### src/rssc_pkg.sv
package rssc_pkg;

    localparam int QUEUE_DEPTH_DEFAULT = 8;

    localparam logic [15:0] SAMPLE_TICKS_RESET = 16'd50;
    localparam logic [15:0] PULSE_TICKS_RESET  = 16'd100;
    localparam logic [3:0]  MAX_ERRORS_RESET   = 4'd3;
    localparam logic [3:0]  MISS_COUNT_MAX     = 4'd15;

    localparam int SPEED_W     = 2;
    localparam int CFG_INDEX_W = 2;
    localparam int CFG_DATA_W  = 16;

    typedef enum logic [1:0] {
        PH_IDLE = 2'd0,
        PH_HIGH = 2'd1,
        PH_LOW  = 2'd2
    } phase_t;

    typedef enum logic [CFG_INDEX_W-1:0] {
        CFG_SAMPLE_TICKS = 2'd0,
        CFG_PULSE_TICKS  = 2'd1,
        CFG_MAX_ERRORS   = 2'd2
    } cfg_index_t;

    typedef enum logic [1:0] {
        MOVE_NONE      = 2'd0,
        MOVE_REACHED   = 2'd1,
        MOVE_ABANDONED = 2'd2
    } move_status_t;

    typedef enum logic [1:0] {
        REQ_NONE    = 2'd0,
        REQ_QUEUED  = 2'd1,
        REQ_IGNORED = 2'd2,
        REQ_DROPPED = 2'd3
    } request_status_t;

    typedef struct packed {
        logic [7:0] requested_speed;
        logic       led_high;
        logic       led_mid;
        logic       led_low;
    } item_data_t;

    typedef struct packed {
        logic       action;
        item_data_t data;
    } item_t;

    typedef struct packed {
        request_status_t    request_status;
        move_status_t       move_status;
        logic               speed_reported;
        logic [SPEED_W-1:0] current_speed;
        logic               relay_level;
    } result_t;

    typedef struct packed {
        logic [15:0] sample_ticks;
        logic [15:0] pulse_ticks;
        logic [3:0]  max_errors;
    } cfg_t;

    function automatic logic [SPEED_W-1:0] led_speed(input item_data_t d);
        logic [SPEED_W-1:0] s;
        s = 2'd0;
        if (!d.led_low)  s = 2'd1;
        if (!d.led_mid)  s = 2'd2;
        if (!d.led_high) s = 2'd3;
        return s;
    endfunction

    function automatic logic [SPEED_W-1:0] speed_after(input logic [SPEED_W-1:0] s);
        return SPEED_W'(s + 2'd1);
    endfunction

endpackage

### src/rssc_ram.sv
module rssc_ram #(
    parameter int WIDTH = 2,
    parameter int DEPTH = 8,
    parameter int ADDR_W = (DEPTH > 1) ? $clog2(DEPTH) : 1
) (
    input  logic              aclk,
    input  logic              wr_en,
    input  logic [ADDR_W-1:0] wr_addr,
    input  logic [WIDTH-1:0]  wr_data,
    input  logic [ADDR_W-1:0] rd_addr,
    output logic [WIDTH-1:0]  rd_data
);

    logic [WIDTH-1:0] mem [DEPTH];
    logic [WIDTH-1:0] rd_data_reg;

    always_ff @(posedge aclk) begin
        if (wr_en) begin
            mem[wr_addr] <= wr_data;
        end
        rd_data_reg <= mem[rd_addr];
    end

    assign rd_data = rd_data_reg;

endmodule

### src/rssc_core.sv
module rssc_core #(
    parameter int QUEUE_DEPTH = rssc_pkg::QUEUE_DEPTH_DEFAULT
) (
    input  logic              aclk,
    input  logic              aresetn,
    input  logic              proc_en,
    input  rssc_pkg::item_t   item,
    input  rssc_pkg::cfg_t    cfg,
    output rssc_pkg::result_t result
);
    import rssc_pkg::*;

    localparam int IDX_W  = (QUEUE_DEPTH > 1) ? $clog2(QUEUE_DEPTH) : 1;
    localparam int FILL_W = $clog2(QUEUE_DEPTH + 1);

    phase_t             phase_reg, phase_next;
    logic [15:0]        tick_timer_reg, tick_timer_next;
    logic [SPEED_W-1:0] target_speed_reg, target_speed_next;
    logic [SPEED_W-1:0] expected_speed_reg, expected_speed_next;
    logic [3:0]         miss_count_reg, miss_count_next;
    logic [SPEED_W-1:0] last_raw_speed_reg, last_raw_speed_next;
    logic [SPEED_W-1:0] confirmed_speed_reg, confirmed_speed_next;
    logic [IDX_W-1:0]   queue_head_reg, queue_head_next;
    logic [IDX_W-1:0]   queue_tail_reg, queue_tail_next;
    logic [FILL_W-1:0]  queue_fill_reg, queue_fill_next;
    logic               bypass_valid_reg;
    logic [SPEED_W-1:0] bypass_data_reg;

    logic               q_wr_en;
    logic [IDX_W-1:0]   q_rd_addr;
    logic [SPEED_W-1:0] q_rd_data;
    logic [SPEED_W-1:0] head_entry;
    logic [SPEED_W-1:0] raw;
    logic [SPEED_W-1:0] req_speed;
    logic [16:0]        timer_inc;
    logic               do_sample;
    logic               started;
    logic               reported;
    move_status_t       move;
    request_status_t    req;

    rssc_ram #(
        .WIDTH(SPEED_W),
        .DEPTH(QUEUE_DEPTH),
        .ADDR_W(IDX_W)
    ) u_queue (
        .aclk   (aclk),
        .wr_en  (q_wr_en),
        .wr_addr(queue_tail_reg),
        .wr_data(req_speed),
        .rd_addr(q_rd_addr),
        .rd_data(q_rd_data)
    );

    // The queue memory is read ahead at the next head position; a write to that
    // same entry in the same cycle is forwarded.
    assign q_rd_addr  = queue_head_next;
    assign head_entry = bypass_valid_reg ? bypass_data_reg : q_rd_data;

    assign raw       = led_speed(item.data);
    assign req_speed = (|item.data.requested_speed[7:2]) ? 2'd3
                                                         : item.data.requested_speed[1:0];
    assign timer_inc = {1'b0, tick_timer_reg} + 17'd1;

    always_comb begin
        phase_next           = phase_reg;
        tick_timer_next      = tick_timer_reg;
        target_speed_next    = target_speed_reg;
        expected_speed_next  = expected_speed_reg;
        miss_count_next      = miss_count_reg;
        last_raw_speed_next  = last_raw_speed_reg;
        confirmed_speed_next = confirmed_speed_reg;
        queue_head_next      = queue_head_reg;
        queue_tail_next      = queue_tail_reg;
        queue_fill_next      = queue_fill_reg;
        q_wr_en              = 1'b0;
        do_sample            = 1'b0;
        started              = 1'b0;
        reported             = 1'b0;
        move                 = MOVE_NONE;
        req                  = REQ_NONE;

        if (proc_en) begin
            if (item.action) begin
                if (req_speed == confirmed_speed_reg) begin
                    req = REQ_IGNORED;
                end else if (queue_fill_reg == FILL_W'(QUEUE_DEPTH)) begin
                    req = REQ_DROPPED;
                end else begin
                    q_wr_en         = 1'b1;
                    queue_tail_next = (queue_tail_reg == IDX_W'(QUEUE_DEPTH - 1)) ? '0
                                      : IDX_W'(queue_tail_reg + 1'b1);
                    queue_fill_next = FILL_W'(queue_fill_reg + 1'b1);
                    req             = REQ_QUEUED;
                end
            end else begin
                case (phase_reg)
                    PH_HIGH: begin
                        if (tick_timer_reg >= cfg.pulse_ticks) begin
                            phase_next      = PH_LOW;
                            tick_timer_next = 16'd1;
                        end else begin
                            tick_timer_next = timer_inc[15:0];
                        end
                    end
                    PH_LOW: begin
                        if (tick_timer_reg < cfg.pulse_ticks) begin
                            tick_timer_next = timer_inc[15:0];
                        end else begin
                            if (raw == expected_speed_reg) begin
                                expected_speed_next = speed_after(raw);
                            end else if (miss_count_reg != MISS_COUNT_MAX) begin
                                miss_count_next = 4'(miss_count_reg + 4'd1);
                            end
                            if (raw == target_speed_reg || miss_count_next >= cfg.max_errors) begin
                                move            = (raw == target_speed_reg) ? MOVE_REACHED
                                                                            : MOVE_ABANDONED;
                                phase_next      = PH_IDLE;
                                do_sample       = 1'b1;
                                tick_timer_next = (cfg.sample_ticks <= 16'd1) ? 16'd0 : 16'd1;
                            end else begin
                                phase_next      = PH_HIGH;
                                tick_timer_next = 16'd1;
                            end
                        end
                    end
                    default: begin
                        phase_next = PH_IDLE;
                        if (tick_timer_reg == 16'd0) begin
                            if (queue_fill_reg != '0) begin
                                queue_head_next = (queue_head_reg == IDX_W'(QUEUE_DEPTH - 1))
                                                  ? '0 : IDX_W'(queue_head_reg + 1'b1);
                                queue_fill_next = FILL_W'(queue_fill_reg - 1'b1);
                                if (head_entry != confirmed_speed_reg) begin
                                    target_speed_next   = head_entry;
                                    expected_speed_next = speed_after(raw);
                                    miss_count_next     = 4'd0;
                                    phase_next          = PH_HIGH;
                                    tick_timer_next     = 16'd1;
                                    started             = 1'b1;
                                end
                            end
                            do_sample = !started;
                        end
                        if (!started) begin
                            tick_timer_next = (timer_inc >= {1'b0, cfg.sample_ticks}) ? 16'd0
                                              : timer_inc[15:0];
                        end
                    end
                endcase

                if (do_sample) begin
                    if (last_raw_speed_reg != raw) begin
                        last_raw_speed_next = raw;
                    end else if (raw != confirmed_speed_reg) begin
                        confirmed_speed_next = raw;
                        reported             = 1'b1;
                    end
                end
            end
        end
    end

    always_ff @(posedge aclk) begin
        if (!aresetn) begin
            phase_reg           <= PH_IDLE;
            tick_timer_reg      <= '0;
            target_speed_reg    <= '0;
            expected_speed_reg  <= '0;
            miss_count_reg      <= '0;
            last_raw_speed_reg  <= '0;
            confirmed_speed_reg <= '0;
            queue_head_reg      <= '0;
            queue_tail_reg      <= '0;
            queue_fill_reg      <= '0;
            bypass_valid_reg    <= 1'b0;
        end else begin
            phase_reg           <= phase_next;
            tick_timer_reg      <= tick_timer_next;
            target_speed_reg    <= target_speed_next;
            expected_speed_reg  <= expected_speed_next;
            miss_count_reg      <= miss_count_next;
            last_raw_speed_reg  <= last_raw_speed_next;
            confirmed_speed_reg <= confirmed_speed_next;
            queue_head_reg      <= queue_head_next;
            queue_tail_reg      <= queue_tail_next;
            queue_fill_reg      <= queue_fill_next;
            bypass_valid_reg    <= q_wr_en && (queue_tail_reg == q_rd_addr);
        end
    end

    always_ff @(posedge aclk) begin
        bypass_data_reg <= req_speed;
    end

    always_comb begin
        result.relay_level    = (phase_next == PH_HIGH);
        result.current_speed  = confirmed_speed_next;
        result.speed_reported = reported;
        result.move_status    = move;
        result.request_status = req;
    end

`ifndef SYNTHESIS
    a_fill_bound: assert property (@(posedge aclk) disable iff (!aresetn)
        queue_fill_reg <= FILL_W'(QUEUE_DEPTH))
        else $error("Request queue fill exceeds its depth.");

    a_empty_aligned: assert property (@(posedge aclk) disable iff (!aresetn)
        queue_fill_reg == '0 |-> queue_head_reg == queue_tail_reg)
        else $error("Empty request queue has head and tail apart.");

    a_pulse_timer: assert property (@(posedge aclk) disable iff (!aresetn)
        (phase_reg == PH_HIGH || phase_reg == PH_LOW) |-> tick_timer_reg != 16'd0)
        else $error("Pulse timer is zero during a relay pulse.");

    a_move_ends_idle: assert property (@(posedge aclk) disable iff (!aresetn)
        proc_en && move != MOVE_NONE |-> phase_next == PH_IDLE && !result.relay_level)
        else $error("Move finished without returning to idle.");

    a_queued_grows: assert property (@(posedge aclk) disable iff (!aresetn)
        proc_en && req == REQ_QUEUED |=>
            queue_fill_reg == FILL_W'($past(queue_fill_reg) + 1'b1))
        else $error("Queued request did not raise the fill count.");
`endif

endmodule

### src/relay_step_speed_controller_top.sv
// Relay step speed controller. Each input transfer is either a time tick that carries the
// three active-low speed indicator levels (s_tuser = 0) or a speed request (s_tuser = 1);
// every input transfer produces exactly one result transfer with the relay drive level,
// the confirmed speed and the move and request status. A new item is taken every clock
// cycle unless the result side stalls; a result passes through the input register, then
// the result register, with the controller state updated in between. Requests wait in
// a queue of QUEUE_DEPTH entries held in a small RAM. The user must write timing registers
// through the configuration port only with no item in flight; the block does not enforce it.
module relay_step_speed_controller_top #(
    parameter int QUEUE_DEPTH = rssc_pkg::QUEUE_DEPTH_DEFAULT
) (
    input  logic                             aclk,
    input  logic                             aresetn,
    input  logic                             s_tvalid,
    output logic                             s_tready,
    // led_low, led_mid, led_high, requested_speed[7:0], zero fill
    input  logic [15:0]                      s_tdata,
    // action
    input  logic                             s_tuser,
    output logic                             m_tvalid,
    input  logic                             m_tready,
    // relay_level, current_speed[1:0], speed_reported, move_status[1:0],
    // request_status[1:0]
    output logic [7:0]                       m_tdata,
    input  logic                             cfg_wr_en,
    input  logic [rssc_pkg::CFG_INDEX_W-1:0] cfg_index,
    input  logic [rssc_pkg::CFG_DATA_W-1:0]  cfg_wdata
);
    import rssc_pkg::*;

    logic    in_valid_reg;
    item_t   in_item_reg;
    logic    out_valid_reg;
    result_t out_result_reg;
    cfg_t    cfg_reg;
    result_t core_result;
    logic    advance;
    logic    proc_en;

    assign advance  = !out_valid_reg || m_tready;
    assign proc_en  = in_valid_reg && advance;
    assign s_tready = !in_valid_reg || advance;

    always_ff @(posedge aclk) begin
        if (!aresetn) begin
            in_valid_reg  <= 1'b0;
            out_valid_reg <= 1'b0;
        end else begin
            if (s_tready) begin
                in_valid_reg <= s_tvalid;
            end
            if (advance) begin
                out_valid_reg <= in_valid_reg;
            end
        end
    end

    always_ff @(posedge aclk) begin
        if (s_tready && s_tvalid) begin
            in_item_reg.action <= s_tuser;
            in_item_reg.data   <= s_tdata[$bits(item_data_t)-1:0];
        end
        if (proc_en) begin
            out_result_reg <= core_result;
        end
    end

    always_ff @(posedge aclk) begin
        if (!aresetn) begin
            cfg_reg.sample_ticks <= SAMPLE_TICKS_RESET;
            cfg_reg.pulse_ticks  <= PULSE_TICKS_RESET;
            cfg_reg.max_errors   <= MAX_ERRORS_RESET;
        end else if (cfg_wr_en) begin
            case (cfg_index)
                CFG_SAMPLE_TICKS: cfg_reg.sample_ticks <= cfg_wdata;
                CFG_PULSE_TICKS:  cfg_reg.pulse_ticks  <= cfg_wdata;
                CFG_MAX_ERRORS:   cfg_reg.max_errors   <= cfg_wdata[3:0];
                default: begin
                end
            endcase
        end
    end

    rssc_core #(
        .QUEUE_DEPTH(QUEUE_DEPTH)
    ) u_core (
        .aclk   (aclk),
        .aresetn(aresetn),
        .proc_en(proc_en),
        .item   (in_item_reg),
        .cfg    (cfg_reg),
        .result (core_result)
    );

    assign m_tvalid = out_valid_reg;
    assign m_tdata  = out_result_reg;

endmodule

### config.mk
export PLATFORM = sky130hd
export DESIGN_NAME = relay_step_speed_controller_top
export DESIGN_NICKNAME = d
export VERILOG_FILES = /design/src/rssc_pkg.sv /design/src/rssc_ram.sv /design/src/rssc_core.sv /design/src/relay_step_speed_controller_top.sv
export SDC_FILE = /design/constraint.sdc
export NUM_CORES = 1
export LEC_CHECK = 0
export ABC_AREA = 0
export BUFFER_PORTS_ARGS = -buffer_cell sky130_fd_sc_hd__buf_2
export CAP_MARGIN = 20
export CORE_MARGIN = 1
export CORE_UTILIZATION = 40
export DETAILED_ROUTE_END_ITERATION = 10
export PLACE_DENSITY = 0.55
export SLEW_MARGIN = 25
export SYNTH_ARGS = -nofsm -noshare
export SYNTH_HDL_FRONTEND = slang
export SYNTH_SLANG_ARGS = --single-unit
### constraint.sdc
create_clock -name aclk -period 9.3 [get_ports aclk]
set_clock_uncertainty 0.05 [all_clocks]
set_input_delay 0.465 -clock aclk [delete_from_list [all_inputs] [get_ports aclk]]
set_output_delay 0.465 -clock aclk [all_outputs]
set_load 0.1 [all_outputs]
# Yosys cells after proc, flatten, opt, wreduce, memory -nomap -nowiden
# Memory sizes are Yosys's and may differ from the RTL's. A register that Yosys moved wholly into a read port is not among the register bits.
# Cells that the tools add are included.
# op_classes
n_addsub,7
n_lt_le_gt_ge,5
n_eq_ne,24
muxes,85
bitwise_logic,8
reduce_logical,32
# ops
op,count
$mux W16,8
$mux W4,16
$mux W2,23
$pmux W16 S2,1
$mux W1,26
$mux W3,7
$add A16 B1 Y17 const B,1
$ge A17 B16 Y1,1
$ge A16 B16 Y1,1
$le A16 B1 Y1 const B,1
$logic_not A16 Y1,1
$lt A16 B16 Y1,1
$ne A4 B1 Y1 const B,3
$reduce_and A6 Y1,2
$reduce_bool A2 Y1,5
$add A4 B1 Y4 const B,2
$not A1 Y1,8
$pmux W2 S2,2
$pmux W4 S2,1
$reduce_and A4 Y1,2
$reduce_and A8 Y1,1
$reduce_and A7 Y1,1
$add A3 B1 Y3 const B,2
$eq A2 B1 Y1 const B,3
other kinds (24),42
# word_totals
regBits,101
mem_bits_rw,16
elab_cells,190
memories,1
# mem_list
name,depth,width,rd,rd_clocked_by_memory_dff,wr,line,text
u_core.u_queue.mem,8,2,1,1,1,rssc_ram.sv:14,logic [WIDTH-1:0] mem [DEPTH];

# Logic depth before layout (Yosys ltp)
# logic_depth
depth_word,19
depth_mapped,17
depth_no_buf,14

# Modules after synthesis
# From an unflattened synthesis, not the netlist that was laid out.
# hier_totals
hier_cells,683
area_unflattened_um2,6606.3
# by_module_without_submodules
mod,instances,cells_per_inst,area_each_um2
rssc_core,1,476,3787.4
relay_step_speed_controller_top,1,170,2112.0
rssc_ram,1,37,706.9

# Worst setup path before layout
# Ideal clock, no wire load.
# synth_timing
kind,flip-flop to flip-flop
startpoint,register in_item_reg[2] in the netlist's numbering
endpoint,"register out_result_reg, in the netlist m_tdata[1], data pin"
setup_ps,254
arrival_ps,3065
required_time_ps,8996
setup_slack_ps,5930
path_stages_with_launch,15
n_path_buf,1
period_less_slack_ps,3370
cell_sequence,edfxtp_1 > clkbuf_1 > nor3b_1 > o21ai_0 > o31ai_1 > a31o_2 > or2_2 > and2_1 > ha_1 > nand2b_1 > a211oi_1 > o211ai_1 > a41o_1 > a21o_1 > o21a_1
# synth_lines
item,line,text
"start, declared",relay_step_speed_controller_top.sv:32,item_t in_item_reg;
"end signal, assigned",relay_step_speed_controller_top.sv:64,out_result_reg <= core_result;
"end, declared",relay_step_speed_controller_top.sv:34,result_t out_result_reg;

# Worst setup path after layout
# layout_timing
startpoint,register u_core.tick_timer_reg[2]
endpoint,register u_core.tick_timer_reg[3]
# layout_via
elab_chain_cells,7
word_cells_on_any_way,18
# layout_rtl
item,line,text
"start, declared",rssc_core.sv:17,"logic [15:0] tick_timer_reg, tick_timer_next;"
"start signal, assigned",rssc_core.sv:179,tick_timer_reg <= tick_timer_next;
branches (longest 7 deep; another with $add A16 B1 Y17),--,
# Parallel ways; which one is timed is not known. The select of a mux whose other input is x is not followed.
# A chain may end at the register's enable or synchronous reset.

==> metrics.txt <==
ant diodes 0; #FFs+latches synth roughly 120; cts hold-fix bufs 0; Ys Warns 0; Slew Viols, Final 0; cts bufs inserted 17; routed len/inst ~15 µm; Seq/Total Area, Yosys approximately two fifths; DR iter-0 viols about 200; arrival time at the worst endpoint about 4.3 ns; CTS sink count between 100 and 150; initial antenna violation count 0; CTS clk-pin slew, worst paths about 0.060 ns; Main synth FF type dfxtp_1; vias in the first global route ~5000; die footprint roughly 17000 µm²; slew margin rel. 36.67%; Reg2Reg Setup Slack roughly 5.3 ns; Post-CTS Resized 0; Storage cell area roughly 2700 µm²; setup TNS 0 ns; Setup Buffers After CTS 0; htree depth 4; Initial Util between 40% and 50%; core area around 16000 µm²; Routed WL 15.14 mm; final hold viol count 0; Syn-to-layout area delta 14.76%; Least-Margin Pin Slew ~0.95 ns; area of the multi-input gates around 3500 µm²; fillers between 1500 and 2000; Worst setup EP type flop; CP max FO 13; Worst VDD drop roughly 0.17 mV; Synth cell types 70; placer congestion estimate 0.8790; Period minus WS final around 4.0 ns; Pleak roughly 3 nW; vias per std cell around 5.3; CTS tree done; synthesized area between 6000 and 7000 µm²; leading cell type in the layout, fill and taps excluded nand2_1; Final nets roughly 840; via count 5163; num rows 46; chip width 129.8 µm; Cell Pwr Density approximately 180 nW/µm²; Final Cycle Share between 40% and 50%; total grt overflow 0; max FFs per register 36; Max-Cap Viols 0; setup violators final 0; Worst-Skew Late Latency roughly 0.43 ns; element type at the critical path start flop; layout cells sized above 1 about an eighth; Post-synth ARST share 0%; Fmax 0.2472 GHz; Routed Antenna Nets 0; Root Driver clkbuf_16; hold crit path type primary input to flop; global-route wire length before repair 24.96 mm; DRC Markers 0; syn_nets 810; Clock Path Buffers 2; Tot GR Track Use 19.46%; Top Ports 50; Final HPWL DP ~11 mm; Post-synth EDFFs 36; CP required about 9.6 ns; hold slack 0.1561 ns; drt first pass iters 4; status finished clean; Syn Inst Count approximately 720; Crit Path Class flop to flop; syn_area_per_cell around 9.1 µm²; RSZ-0062 raised after global routing no; die span in y between 100 and 150 µm; largest net degree at the start of global routing 53; leading cell types in the layout, fill and taps excluded nand2_1 (101), dfxtp_1 (83), nor2_1 (53); PortBufs 44
worst max-delay path, cell delays in order (launching register included):
cell and delay (ns):
dfxtp_1 0.55, nand3_1 0.23, nor2_1 0.25, and3_1 0.30, nand3_1 0.26, nor2_1 0.21, xor2_1 0.22, ha_1 0.28
nand4_1 0.09, nor4_1 0.05, nor3_1 0.25, nand4_1 0.16, o32ai_2 0.47, buf_4 0.32, a31oi_1 0.09, o21ai_0 0.18
Yosys cell counts, drive strengths merged, types with 5 or more instances:
master  count  area share [%]
nor2       54             3.1
nor2b       7            0.67
buf        10            0.92
nand4b      6            0.80
nand2     101             5.8
xnor2      16             2.1
xor2       10             1.3
nand4      16             1.5
a31oi       6            0.57
ha         47             9.0
nand2b      6            0.57
o211ai     10             1.1
nor4       15             2.2
inv        51             2.9
clkbuf     25             1.5
dfxtp      83              25
o21ai      22             1.7
nand3      24             1.8
a211oi      6            0.69
edfxtp     36              17
and2        5            0.48
nor3       19             1.6
a21oi      51             4.0
mux2i      28             4.3
where the power goes:
part | internal, W | switching, W | leakage [nW]
registers | 0.000549 | 0.0000136 | 0.964
clock network | 0.000400 | 0.000258 | 0.278
logic | 0.0000407 | 0.0000789 | 1.72
final timing paths:
check                            from                       end  cells past startpoint
max          u_core.tick_timer_reg[2]  u_core.tick_timer_reg[3]                     15
min                        s_tdata[5]            in_item_reg[5]                      1
max reg2reg  u_core.tick_timer_reg[2]  u_core.tick_timer_reg[3]                     15
min reg2reg               cfg_reg[11]               cfg_reg[11]                      2
metal layers:
layer  GRT usage [%]  routed length (µm)
met3           4.920                 468
met4           8.550                 340
met1           23.55                6841
met5               0                   0
met2           32.71                7486
area by class of cell:
type | instances | share of cell area (%)
Timing Repair Buffer | 48 | 3.337
Sequential cell | 119 | 36.57
Multi-Input combinational cell | 517 | 46.01
Clock inverter | 15 | 2.252
Clock buffer | 17 | 5.672
Tap cell | 216 | 3.604
Inverter | 51 | 2.553
through the flow:
| stage | area [µm²] | instances | total power, W | util [%] | setup WS, ns |
|---|---|---|---|---|---|
| final | 7500 | 983 | 0.001340 | 47.04 | 5.255 |
| after global routing | 7500 | 983 | 0.001393 | 47.04 | 4.793 |
| after CTS | 7500 | 983 | 0.001358 | 47.04 | 5.284 |
| after detailed placement | 6905 | 951 | 0.0006936 | 43.31 | 5.319 |
| after global placement | 6905 | 951 | 0.0006905 | 43.31 | 5.330 |
| after floorplan | 6535 | 722 | 0.0006579 | - | 5.930 |
logic make-up after synthesis:
| group | count (synthesis) | synth area share (%) |
|---|---|---|
| AOI/OAI and AO/OA | 129 | 12.75 |
| xor gates and xnor gates | 26 | 3.484 |
| adders and majority gates | 48 | 9.305 |
| buffers and inverters | 86 | 5.303 |
| DFF | 119 | 41.97 |
| muxes | 31 | 4.806 |
| and+or+nand+nor | 283 | 22.38 |
(Power assumes the default switching activity.)
